File: src/rtl/core/assert_macros.svh
// Assertion helpers for the core RTL; rsp_emit includes them.
`ifndef ASSERT_MACROS_SVH
`define ASSERT_MACROS_SVH

// Same-cycle implication, checked on every rising edge outside reset.
`define RSP_ASSERT_IMP(label, clk, rst, ante, cons) \
  label: assert property (@(posedge clk) disable iff (rst) (ante) |-> (cons)) \
    else $error("implication check failed");

// Next-cycle implication, checked on every rising edge outside reset.
`define RSP_ASSERT_NXT(label, clk, rst, ante, cons) \
  label: assert property (@(posedge clk) disable iff (rst) (ante) |=> (cons)) \
    else $error("next-cycle check failed");

`endif

File: src/rtl/core/rsp_pkg.sv
package rsp_pkg;

  localparam int COORD_BITS = 16;
  localparam int SIZE_BITS  = COORD_BITS - 1;
  localparam int EDGE_BITS  = COORD_BITS + 1;
  localparam int NUM_SLOTS  = 4;

  typedef enum logic [2:0] {
    KIND_LEFT   = 3'd0,
    KIND_RIGHT  = 3'd1,
    KIND_TOP    = 3'd2,
    KIND_BOTTOM = 3'd3,
    KIND_WHOLE  = 3'd4,
    KIND_NONE   = 3'd5
  } kind_t;

  typedef struct packed {
    logic signed [COORD_BITS-1:0] subject_left;
    logic signed [COORD_BITS-1:0] subject_top;
    logic        [SIZE_BITS-1:0]  subject_wide;
    logic        [SIZE_BITS-1:0]  subject_tall;
    logic signed [COORD_BITS-1:0] cutter_left;
    logic signed [COORD_BITS-1:0] cutter_top;
    logic        [SIZE_BITS-1:0]  cutter_wide;
    logic        [SIZE_BITS-1:0]  cutter_tall;
  } item_t;

  typedef struct packed {
    logic signed [COORD_BITS-1:0] piece_left;
    logic signed [COORD_BITS-1:0] piece_top;
    logic        [SIZE_BITS-1:0]  piece_wide;
    logic        [SIZE_BITS-1:0]  piece_tall;
    kind_t                        piece_kind;
    logic                         last_piece;
  } result_t;

  // Set of candidate pieces for one item; slot order is emission order.
  typedef struct packed {
    result_t [NUM_SLOTS-1:0] slot;
    logic    [NUM_SLOTS-1:0] mask;
  } piece_set_t;

endpackage

File: src/rtl/core/rsp_cut.sv
module rsp_cut
  import rsp_pkg::*;
(
  input  item_t      item,
  output piece_set_t pieces
);

  logic signed [EDGE_BITS-1:0] sl, st, sw, sh, cl, ct, cw, ch;
  logic signed [EDGE_BITS-1:0] sr, sb, cr, cb, xl, xr;
  logic                        overlap, covered;
  logic                        has_left, has_right, has_top, has_bottom;

  always_comb begin
    sl = $signed({item.subject_left[COORD_BITS-1], item.subject_left});
    st = $signed({item.subject_top[COORD_BITS-1], item.subject_top});
    sw = $signed({2'b00, item.subject_wide});
    sh = $signed({2'b00, item.subject_tall});
    cl = $signed({item.cutter_left[COORD_BITS-1], item.cutter_left});
    ct = $signed({item.cutter_top[COORD_BITS-1], item.cutter_top});
    cw = $signed({2'b00, item.cutter_wide});
    ch = $signed({2'b00, item.cutter_tall});
    sr = sl + sw;
    sb = st + sh;
    cr = cl + cw;
    cb = ct + ch;
    xl = (cl > sl) ? cl : sl;
    xr = (cr < sr) ? cr : sr;

    overlap    = (sl < cr) && (sr > cl) && (st < cb) && (sb > ct);
    covered    = (cl <= sl) && (cr >= sr) && (ct <= st) && (cb >= sb);
    has_left   = cl > sl;
    has_right  = cr < sr;
    has_top    = ct > st;
    has_bottom = cb < sb;
  end

  always_comb begin
    pieces = '0;
    if (!overlap) begin
      pieces.slot[0].piece_left = item.subject_left;
      pieces.slot[0].piece_top  = item.subject_top;
      pieces.slot[0].piece_wide = item.subject_wide;
      pieces.slot[0].piece_tall = item.subject_tall;
      pieces.slot[0].piece_kind = KIND_WHOLE;
      pieces.mask               = 4'b0001;
    end else if (covered) begin
      pieces.slot[0].piece_kind = KIND_NONE;
      pieces.mask               = 4'b0001;
    end else begin
      pieces.slot[0].piece_left = item.subject_left;
      pieces.slot[0].piece_top  = item.subject_top;
      pieces.slot[0].piece_wide = SIZE_BITS'(cl - sl);
      pieces.slot[0].piece_tall = item.subject_tall;
      pieces.slot[0].piece_kind = KIND_LEFT;

      pieces.slot[1].piece_left = cr[COORD_BITS-1:0];
      pieces.slot[1].piece_top  = item.subject_top;
      pieces.slot[1].piece_wide = SIZE_BITS'(sr - cr);
      pieces.slot[1].piece_tall = item.subject_tall;
      pieces.slot[1].piece_kind = KIND_RIGHT;

      pieces.slot[2].piece_left = xl[COORD_BITS-1:0];
      pieces.slot[2].piece_top  = item.subject_top;
      pieces.slot[2].piece_wide = SIZE_BITS'(xr - xl);
      pieces.slot[2].piece_tall = SIZE_BITS'(ct - st);
      pieces.slot[2].piece_kind = KIND_TOP;

      pieces.slot[3].piece_left = xl[COORD_BITS-1:0];
      pieces.slot[3].piece_top  = cb[COORD_BITS-1:0];
      pieces.slot[3].piece_wide = SIZE_BITS'(xr - xl);
      pieces.slot[3].piece_tall = SIZE_BITS'(sb - cb);
      pieces.slot[3].piece_kind = KIND_BOTTOM;

      pieces.mask = {has_bottom, has_top, has_right, has_left};
    end
  end

endmodule

File: src/rtl/core/rsp_emit.sv
`include "assert_macros.svh"

module rsp_emit
  import rsp_pkg::*;
(
  input  logic       clk,
  input  logic       rst,
  input  logic       load,
  input  piece_set_t pieces,
  output logic       free,
  output logic       strobe,
  output result_t    result
);

  result_t [NUM_SLOTS-1:0] slot;
  logic    [NUM_SLOTS-1:0] mask;
  logic    [NUM_SLOTS-1:0] mask_next;
  logic    [NUM_SLOTS-1:0] rest;
  logic    [1:0]           head;
  result_t                 result_next;

  // Lowest pending slot goes out first; clearing it leaves the rest.
  always_comb begin
    head = 2'd0;
    for (int i = NUM_SLOTS - 1; i >= 0; i--) begin
      if (mask[i]) head = 2'(i);
    end
    rest = mask & (mask - 4'd1);
    free = (rest == '0);

    result_next            = slot[head];
    result_next.last_piece = free;
    mask_next              = load ? pieces.mask : rest;
  end

  always_ff @(posedge clk) begin
    if (rst) begin
      mask   <= '0;
      strobe <= 1'b0;
    end else begin
      mask   <= mask_next;
      strobe <= |mask;
    end
  end

  always_ff @(posedge clk) begin
    if (load) slot <= pieces.slot;
    result <= result_next;
  end

  `RSP_ASSERT_IMP(a_load_when_free, clk, rst, load, free)
  `RSP_ASSERT_NXT(a_load_fills, clk, rst, load, mask != '0)
  `RSP_ASSERT_NXT(a_item_contiguous, clk, rst, strobe && !result.last_piece, strobe)

endmodule

File: src/rtl/core/rectangle_subtract_pieces.sv
// A taken item goes from the input register to the piece buffer, and each of its pieces is
// registered at the output as a result beat, one beat per cycle. An item yields one to four
// pieces, so an item with more pieces keeps the next one in the input register for longer.
// busy rises only while the input register holds an item that the piece buffer cannot take.
// Reset (rst, synchronous, active high) empties the input register and the piece buffer.
// The receiver cannot stall: every strobe beat is taken in the cycle that it is shown.
module rectangle_subtract_pieces
  import rsp_pkg::*;
(
  input  logic    clk,
  input  logic    rst,
  input  logic    start,
  input  item_t   item,
  output logic    busy,
  output logic    strobe,
  output result_t result
);

  item_t      held;
  logic       held_valid;
  logic       held_valid_next;
  logic       free;
  logic       load;
  logic       take;
  piece_set_t pieces;

  // The buffer takes a new set once it has at most one piece left, which leaves this cycle.
  assign load = held_valid && free;
  assign busy = held_valid && !free;
  assign take = start && !busy;

  // Hold the item until the buffer takes its pieces; refill in the same cycle.
  always_comb begin
    held_valid_next = take || (held_valid && !free);
  end

  always_ff @(posedge clk) begin
    if (rst) begin
      held_valid <= 1'b0;
    end else begin
      held_valid <= held_valid_next;
    end
  end

  always_ff @(posedge clk) begin
    if (take) held <= item;
  end

  // Work out every strip from the held item in one pass.
  rsp_cut u_cut (
    .item   (held),
    .pieces (pieces)
  );

  // Drain pending pieces in order, one beat per cycle.
  rsp_emit u_emit (
    .clk    (clk),
    .rst    (rst),
    .load   (load),
    .pieces (pieces),
    .free   (free),
    .strobe (strobe),
    .result (result)
  );

endmodule

File: config.mk
export PLATFORM = sky130hd
export DESIGN_NAME = rectangle_subtract_pieces
export DESIGN_NICKNAME = d
export VERILOG_FILES = /design/src/rtl/core/rsp_pkg.sv /design/src/rtl/core/rsp_cut.sv /design/src/rtl/core/rsp_emit.sv /design/src/rtl/core/rectangle_subtract_pieces.sv
export VERILOG_INCLUDE_DIRS = /design/src /design/src/rtl/core
export SDC_FILE = /design/constraint.sdc
export NUM_CORES = 1
export LEC_CHECK = 0
export BUFFER_PORTS_ARGS = -buffer_cell sky130_fd_sc_hd__buf_2
export CAP_MARGIN = 25
export CORE_MARGIN = 4
export CORE_UTILIZATION = 64
export DETAILED_ROUTE_END_ITERATION = 8
export PLACE_DENSITY_LB_ADDON = 0.25
export SYNTH_ARGS = -nofsm -noshare
export SYNTH_HDL_FRONTEND = slang
export SYNTH_SLANG_ARGS = --single-unit
File: constraint.sdc
create_clock -name clk -period 13.44 [get_ports clk]
set_clock_uncertainty 0.15 [all_clocks]
set_input_delay 3.36 -clock clk [delete_from_list [all_inputs] [get_ports clk]]
set_output_delay 3.36 -clock clk [all_outputs]
set_load 0.01 [all_outputs]
---- After elaboration in Yosys (flattened, before gate mapping) ----
Cells that the tools add are included.
operators by class
  add/sub/neg operators ................... 10
  $lt $le $gt $ge ......................... 13
  muxes and demuxes ....................... 17
  bitwise gates (word level) .............. 2
  reductions and logical operators ........ 15
operator list
  cell                   count
  $bmux W66 S2           1
  $sub A15 B15 Y15       5
  $add A16 B16 Y17       4
  $mux W66               1
  $mux W65               1
  $mux W62               1
  $ge A17 B17 Y1         2
  $gt A17 B16 Y1         2
  $lt A16 B17 Y1         2
  $lt A17 B17 Y1         2
  $gt A16 B16 Y1         2
  $le A16 B16 Y1         2
  $mux W16               1
  $mux W15               1
  $mux W2                6
  $mux W4                3
  $logic_and A1 B1 Y1    9
  $and A4 B4 Y4          1
  $logic_not A4 Y1       1
  $reduce_or A4 Y1       1
  $sub A4 B1 Y4 const B  1
  $lt A2 B3 Y1 const B   1
  $mux W3                1
  $logic_not A1 Y1       2
  other kinds (4)        4
storage, ports and cells
  bits in registers ....................... 409
  input bits .............................. 127
  output and inout port bits .............. 68
  logic and storage cells ................. 91

---- Longest topological paths before layout ----
Gate-level depths: netlist (run 1).
  depth in word-level cells ............... 8
  mapped depth ............................ 29
  mapped depth without buffers ............ 28

---- By module ----
Synthesis (run 1) repeated with hierarchy kept, for this count alone.
second synthesis, totals
  cell total of the unflattened synthesis .. 2,278
  area total of the unflattened synthesis .. 25,157.9 sq um
by module, submodules not included
  module                     times used  cells each  area an instance (sq um)  sequential area each (sq um)
  rsp_emit                   1           656         11,185.7                  9,228.9
  rsp_cut                    1           1,493       10,192.3                  0.0
  rectangle_subtract_pieces  1           129         3,779.9                   3,743.6

---- Least setup slack after synthesis (run 1) ----
Ideal clock, no wire load.
  kind .................................... in2reg
  start ................................... input start
  end ..................................... register held[0] (netlist name), enable pin
  library setup time ...................... 622 ps
  data arrival time ....................... 8,737 ps
  data required time ...................... 12,668 ps
  path slack .............................. 3,931 ps
  stages .................................. 1
  buffers on the path ..................... 0
  cell sequence ........................... nor2b_1
on the way
  longest elaborated chain between the ends .. 1
ends and longest elaborated chain
  element               RTL line                         RTL
  from (decl)           rectangle_subtract_pieces.sv:12  input logic start,
  $logic_and A1 B1 Y1   rectangle_subtract_pieces.sv:30  assign take = start && !busy;
  to (signal assigned)  rectangle_subtract_pieces.sv:46  if (take) held <= item;
  to (decl)             rectangle_subtract_pieces.sv:19  item_t held;
No other way between the ends.
A chain may end at the register's enable or synchronous reset.

---- Worst setup path after layout (run 1) ----
  start ................................... register held[46] (netlist name)
  end ..................................... register u_emit.slot[164] (netlist name), data pin
on the way
  longest elaborated chain between the ends .. 7
  elaborated cells on any way between the ends .. 18
  those cells by class .................... 2 x add/sub; 6 x order compare; 2 x mux; 1 x bitwise; 7 x reduce/logical
ends and longest elaborated chain
  element                                                   RTL line        RTL
  branches (longest 7 deep; another with $add A16 B16 Y17)  --
  to (signal assigned)                                      rsp_emit.sv:47  if (load) slot <= pieces.slot;
  to (decl)                                                 rsp_emit.sv:15  result_t [NUM_SLOTS-1:0] slot;
Parallel ways; which one is timed is not known.

==> flow_summary.json, run 1 <==
{
  "start_util_pct": 64.8,
  "synth_area_per_cell_um2": 11.2,
  "clkLatencyLatePin_ps": 590,
  "drt_wl_total_um": 66000,
  "setup_ws_ps": 5660,
  "worst_path_max_delay_cell": "xor2_1",
  "grt_start_max_net_pins": 172,
  "post-cts-setup-buffers": 0,
  "avgRoutedWirePerCell_um": 23.5,
  "layout.nets": 2672,
  "slew_headroom_pct": 26.8,
  "timing.final.crit_share_pct": 57.9,
  "whs_ps": 295,
  "cp_max_fo": 25,
  "rsz0062_at_grt": "false",
  "tns_ps": 0,
  "synth_top_cell_area_share_pct": 41.5,
  "cpMostUsedCell": "a21oi_1",
  "status": "finished clean",
  "clockPowerShare_pct": 30.2,
  "hold_viol": 0,
  "syn2layout_area_growth_pct": 12.1,
  "synthArstFlopShare_pct": 0,
  "r2r-start": "held[46]",
  "fp.coreArea_mm2": 0.0366,
  "die_y_um": 201,
  "crit_path_end": "u_emit.slot[164]",
  "seq_area_mm2": 0.0113,
  "worst_pin_slew_ps": 1100,
  "multiInputGateArea_mm2": 0.0113,
  "yosys.cell_types.count": 82,
  "critPathKind": "reg -> reg",
  "gp_congestion": 1.02,
  "finalSetupViolations": 0,
  "synth_most_common_cell": "edfxtp_1",
  "synth_seq_cells": 400,
  "pwr-share-seq_pct": 37.7,
  "cts_resized": 0,
  "crit_arrival_ps": 7960,
  "grt_use_total_pct": 31.9,
  "numClockSinks": 400,
  "peakVddDrop_mv": 0.107,
  "powerDensity_mw_per_mm2": 145,
  "p_int_mw": 2.54,
  "cp-start-kind": "register",
  "grt_pass1_vias": 16930,
  "die_w_um": 201,
  "sw_frac_of_total_pct": 34.1,
  "leakage_nw": 11.1,
  "yosysTopAreaCell": "edfxtp_1",
  "r2r_slack_ps": 5660,
  "synth_edf_count": 328,
  "tritoncts": "yes",
  "yosys-top-cells-area": "edfxtp_1, ha_1, dfxtp_1, inv_1, nor3_2",
  "max-cap-violations": 0,
  "synthCells": 2117,
  "fillers": 2597,
  "hp-class": "reg -> reg",
  "grt_pass1_wl_um": 99600,
  "ant_nets": 0,
  "ctsHoldBuffers": 0,
  "antenna_found_initial": 2,
  "gr-total-overflow": 0,
  "root_buffer": "clkbuf_16",
  "port_buffers": 194,
  "p_sw_mw": 1.32,
  "yosysSeqAreaShare_pct": 47.6,
  "fin_cells": 2807,
  "ioPinCount": 195,
  "dr.pass1.iters": 6,
  "clk_path_buf_depth": 3,
  "post-route-util_pct": 72.7,
  "rr_endpoint": "u_emit.slot[164]",
  "slowest_delay_ps": 630,
  "period_minus_slack_ps": 7780,
  "cts_buffers": 42,
  "yosysWarningCount": 0,
  "viasPerCell": 6.43,
  "htreeDepth": 2,
  "dp.cells": 2728,
  "synthFlopType": "edfxtp_1",
  "cp.required_ps": 13620,
  "synth_common_cells": "edfxtp_1, ha_1, inv_1",
  "setup.worst_path.end_class": "register",
  "synth_area_mm2": 0.0237,
  "reg2reg_depth": 28,
  "antenna_cells": 0,
  "place_ws_ps": 5860,
  "drc_errors": 0,
  "slew_violations": 0,
  "drt_iter0_drc": 2344,
  "syn-num-nets": 2484,
  "vias": 18036,
  "p_comb_share_pct": 32.2,
  "cp-startpoint": "held[46]",
  "dp_hpwl_um": 49700,
  "fmaxAchievable_ghz": 0.129,
  "clk_pin_slew_ps": 60,
  "drive_gt1_share_pct": 18.8,
  "die_area_mm2": 0.0402,
  "rows": 70
}
worst min path at each step:
stage,startpoint,endpoint,slack [ps],depth (start not counted)
after floorplan,u_emit.slot[151],u_emit.result[19],270,2
after global placement,u_emit.slot[186],u_emit.result[54],270,2
after detailed placement,u_emit.slot[195],u_emit.result[63],290,2
after CTS,u_emit.slot[195],u_emit.result[63],300,2
after global routing,u_emit.slot[195],u_emit.result[63],310,2
final,u_emit.slot[186],u_emit.result[54],300,2
power by group through the flow:
stage / Combinational (mW) / Clock [mW] / Sequential, mW
6_report: 1.24 / 1.16 / 1.45
5_1_grt: 1.35 / 1.23 / 1.46
4_1_cts: 1.21 / 1.18 / 1.45
3_5_place_dp: 1.19 / 0 / 1.48
3_3_place_gp: 1.16 / 0 / 1.48
2_1_floorplan: 0.860 / 0 / 1.48
metrics by stage:
step,power (mW),area [um2]
4_1_cts,3.84,26600
3_5_place_dp,2.67,25200
2_1_floorplan,2.34,23700
5_1_grt,4.04,26600
3_3_place_gp,2.64,25100
6_report,3.86,26600
cell usage in the layout (no fill, tap or decap), drive strengths merged, types with 28 or more instances in the layout:
| cell | count |
|---|---|
| a21o | 45 |
| dfxtp | 72 |
| a21boi | 28 |
| buf | 214 |
| a21oi | 153 |
| nor3 | 132 |
| o21ai | 119 |
| edfxtp | 328 |
| inv | 213 |
| xnor2 | 67 |
| and3 | 32 |
| ha | 231 |
| clkbuf | 60 |
| nand2 | 99 |
| xor2 | 29 |
| mux2i | 51 |
| nor2 | 100 |
cells by family (layout without fill, tap and decap cells):
group                      Yosys count  after routing  share of synthesized area (%)
muxes                               68             68                           3.67
and+or+nand+nor                    523            523                           13.0
DFF                                400            400                           47.6
buffers and inverters              281            503                           4.91
adders and majority gates          244            244                           13.1
xor gates and xnor gates            96             96                           3.54
AOI/OAI and AO/OA                  505            505                           14.2
flip-flops by register name (all words and copies together) (netlist names):
register,cells
u_emit.slot,204
held,124
u_emit.result,66
u_emit.mask,4
held_valid,1
u_emit.strobe,1
cell type report:
cell class | count | share of cell area (%)
clock inverters | 18 | 0.640
repair buffers | 214 | 4.52
inverters | 211 | 3.01
well taps | 468 | 2.20
multi-input cells | 1436 | 42.6
flip-flops and latches | 400 | 42.4
clock buffers | 60 | 4.63
worst max-delay path: cells and delay by family (launching register included):
family / cells / cell delay, ps
AOI/OAI and AO/OA: 14 / 3180
muxes: 1 / 350
xor gates and xnor gates: 1 / 630
DFF: 1 / 420
buffers and inverters: 2 / 360
adders and majority gates: 5 / 1760
and+or+nand+nor: 5 / 660
layer usage:
| metal | track usage [%] | routed length, um | share of wire [%] | vias to the layer above |
|---|---|---|---|---|
| li1 | - | - | - | 8207 |
| met1 | 51.4 | 29400 | 45 | 8707 |
| met2 | 44.6 | 27100 | 41 | 1042 |
| met3 | 6.06 | 8120 | 12 | 78 |
| met4 | 7.50 | 1260 | 1.9 | 2 |
| met5 | 0 | 17 | 0.026 | - |
No activity file was read; power rests on OpenSTA's default activity.
==> inputs of run 2 (changes only) <==
--- a/config.mk
+++ b/config.mk
@@ -6,10 +6,11 @@
 export SDC_FILE = /design/constraint.sdc
 export NUM_CORES = 1
 export LEC_CHECK = 0
+export ABC_AREA = 1
 export BUFFER_PORTS_ARGS = -buffer_cell sky130_fd_sc_hd__buf_2
 export CAP_MARGIN = 25
 export CORE_MARGIN = 4
-export CORE_UTILIZATION = 64
+export CORE_UTILIZATION = 55
 export DETAILED_ROUTE_END_ITERATION = 8
 export PLACE_DENSITY_LB_ADDON = 0.25
 export SYNTH_ARGS = -nofsm -noshare
==> constraint.sdc (replaced) <==
create_clock -name clk -period 6.25 [get_ports clk]
set_clock_uncertainty 0.15 [all_clocks]
set_input_delay 1.5625 -clock clk [delete_from_list [all_inputs] [get_ports clk]]
set_output_delay 1.5625 -clock clk [all_outputs]
set_load 0.01 [all_outputs]
==> flow_summary.json, run 2 <==
{
  "cp.required_ps": 6430,
  "grt_pass1_wl_um": 97900,
  "dp.cells": 3164,
  "rr_endpoint": "u_emit.slot[47]",
  "reg2reg_depth": 31,
  "rows": 74,
  "critPathBufInv": 6,
  "synthCells": 2433,
  "synth_common_cells": "nand2_1, edfxtp_1, inv_1",
  "yosys-top-cells-area": "edfxtp_1, ha_1, nand2_1, dfxtp_1, inv_1",
  "powerDensity_mw_per_mm2": 317,
  "avgRoutedWirePerCell_um": 20.0,
  "hp-class": "reg -> reg",
  "slew_headroom_pct": 42.7,
  "largest_reg_flops": 204,
  "timing.final.crit_share_pct": 94.1,
  "gr-total-overflow": 0,
  "synth_top_cell_area_share_pct": 43.0,
  "tritoncts": "yes",
  "leakage_nw": 12.4,
  "critical-path-top-delay-family": "compound AO/OA/AOI/OAI gates",
  "syn2layout_area_growth_pct": 14.8,
  "synth_most_common_cell": "nand2_1",
  "clk_pin_slew_ps": 60,
  "die_area_mm2": 0.0449,
  "dr.pass1.iters": 5,
  "slew_violations": 0,
  "peakVddDrop_mv": 0.249,
  "cp-start-kind": "register",
  "gp_congestion": 0.978,
  "synth_area_per_cell_um2": 9.41,
  "critPathKind": "reg -> reg",
  "yosysWarningCount": 0,
  "drt_wl_total_um": 64800,
  "hp-start": "u_emit.slot[199]",
  "tns_ps": 0,
  "synth_area_mm2": 0.0229,
  "port_buffers": 194,
  "vias": 17918,
  "fin_cells": 3246,
  "period_minus_slack_ps": 5880,
  "r2r_slack_ps": 370,
  "yosysTopAreaCell": "edfxtp_1",
  "grt_pass1_vias": 17040,
  "setup.worst_path.end_class": "register",
  "antenna_cells": 0,
  "synth_edf_count": 328,
  "fmaxAchievable_ghz": 0.170,
  "dp_hpwl_um": 49800,
  "min_to": "u_emit.result[2]",
  "yosysSeqAreaShare_pct": 49.3,
  "status": "finished clean",
  "syn-num-nets": 2800,
  "design_power_total_mw": 8.33,
  "die_y_um": 212,
  "root_buffer": "clkbuf_16",
  "synth_seq_cells": 400,
  "cpMostUsedCell": "nand2_1",
  "finalSetupViolations": 0,
  "layout.nets": 3049,
  "cts_buffers": 41,
  "worst_pin_slew_ps": 860,
  "whs_ps": 333,
  "crit_cells": 31,
  "drive_gt1_share_pct": 15.0,
  "crit_arrival_ps": 6060,
  "fin_area_mm2": 0.0263,
  "slowest_delay_ps": 460,
  "grt_start_max_net_pins": 128,
  "start_util_pct": 55.8,
  "hold_viol": 0,
  "synthArstFlopShare_pct": 0,
  "die_w_um": 212,
  "final_cell_mix": "nand2_1, edfxtp_1, inv_1",
  "antenna_found_initial": 2,
  "clk_path_buf_depth": 3,
  "ioPinCount": 195,
  "ant_nets": 0,
  "worstHoldPathCells": 2,
  "numClockSinks": 400,
  "drt_iter0_drc": 1586,
  "fp.coreArea_mm2": 0.0410,
  "viasPerCell": 5.52,
  "largest_register": "u_emit.slot",
  "worst_path_max_delay_cell": "edfxtp_1",
  "clkLatencyLatePin_ps": 570,
  "reg.largest.list": "u_emit.slot (204), held (124), u_emit.result (66)",
  "cp_max_fo": 31,
  "grt_use_total_pct": 28.5,
  "final_common_cell": "nand2_1",
  "r2r-start": "held[62]",
  "place_area_mm2": 0.0248,
  "htreeDepth": 2,
  "drc_errors": 0,
  "yosys.cell_types.count": 50,
  "synthFlopType": "edfxtp_1",
  "max-cap-violations": 0
}
## run 2: changes by cell type after synthesis, sizes merged, moves of 33 or more
cell,previous run,this run
a21o,45,11
nand2,99,431
inv,209,322
nor2,100,295
mux2i,51,0
o21ai,119,156
nor3,132,21
xor2,29,69
nand3,25,62
xnor2,67,34
## run 2: cell type report
class,count,area [um2]
Clock inverter,25,214
Clock buffer,50,1110
Multi-Input combinational cell,1649,10200
Fill cell,3447,14700
Inverter,322,1210
Tap cell,532,666
Timing Repair Buffer,268,1620
Sequential cell,400,11300
## run 2: tightest hold or removal path, delay by kind of cell (launching register included)
family	cells	cell delay, ps
and+or+nand+nor	1	80
buffers and inverters	1	50
DFF	1	320
## run 2: worst max path at each step
stage,slack (ps),start,end
floorplan,640,held[108],u_emit.slot[163]
global placement,160,held[77],u_emit.slot[163]
detailed placement,30,held[77],u_emit.slot[163]
CTS,10,held[77],u_emit.slot[163]
global route,-20,held[49],u_emit.slot[165]
finish,370,held[62],u_emit.slot[47]
## run 2: per-stage QoR
step / util [%] / setup slack, ps
2_1_floorplan: - / 639
6_report: 64.1 / 370
5_1_grt: 64.1 / -16.5
3_5_place_dp: 60.5 / 32.7
3_3_place_gp: 60.5 / 163
4_1_cts: 63.7 / 10.0
## run 2: metal layers
metal  global-route usage [%]  vias to the layer above  share of wire (%)
li1                         -                     8756                  -
met3                     4.26                      100                8.2
met2                     41.9                      661                 42
met4                     8.05                        2                2.5
met1                     44.0                     8399                 47
met5                     1.19                        -               0.11
## run 2: cell families (layout without fill, tap and decap cells)
family,after synthesis,after routing,share of synthesized area (%)
buffers and inverters,384,665,6.75
adder cells (fa/ha/maj),240,240,13.4
AND/OR/NAND/NOR,852,852,15.4
AO/OA/AOI/OAI,454,454,11.1
flip-flops,400,400,49.3
XOR/XNOR,103,103,3.94
## run 2: power breakdown
group | internal (mW) | switching (mW)
sequential | 3.10 | 0.0916
combinational | 0.989 | 1.72
clock | 1.37 | 1.07
total | 5.45 | 2.88
## run 2: repair_timing
item | 4_1_cts | 5_1_grt
hold buffers | 0 | 0
setup endpoints to repair | 0 | 56
gates resized for setup | 0 | 25
buffers inserted | 0 | 6
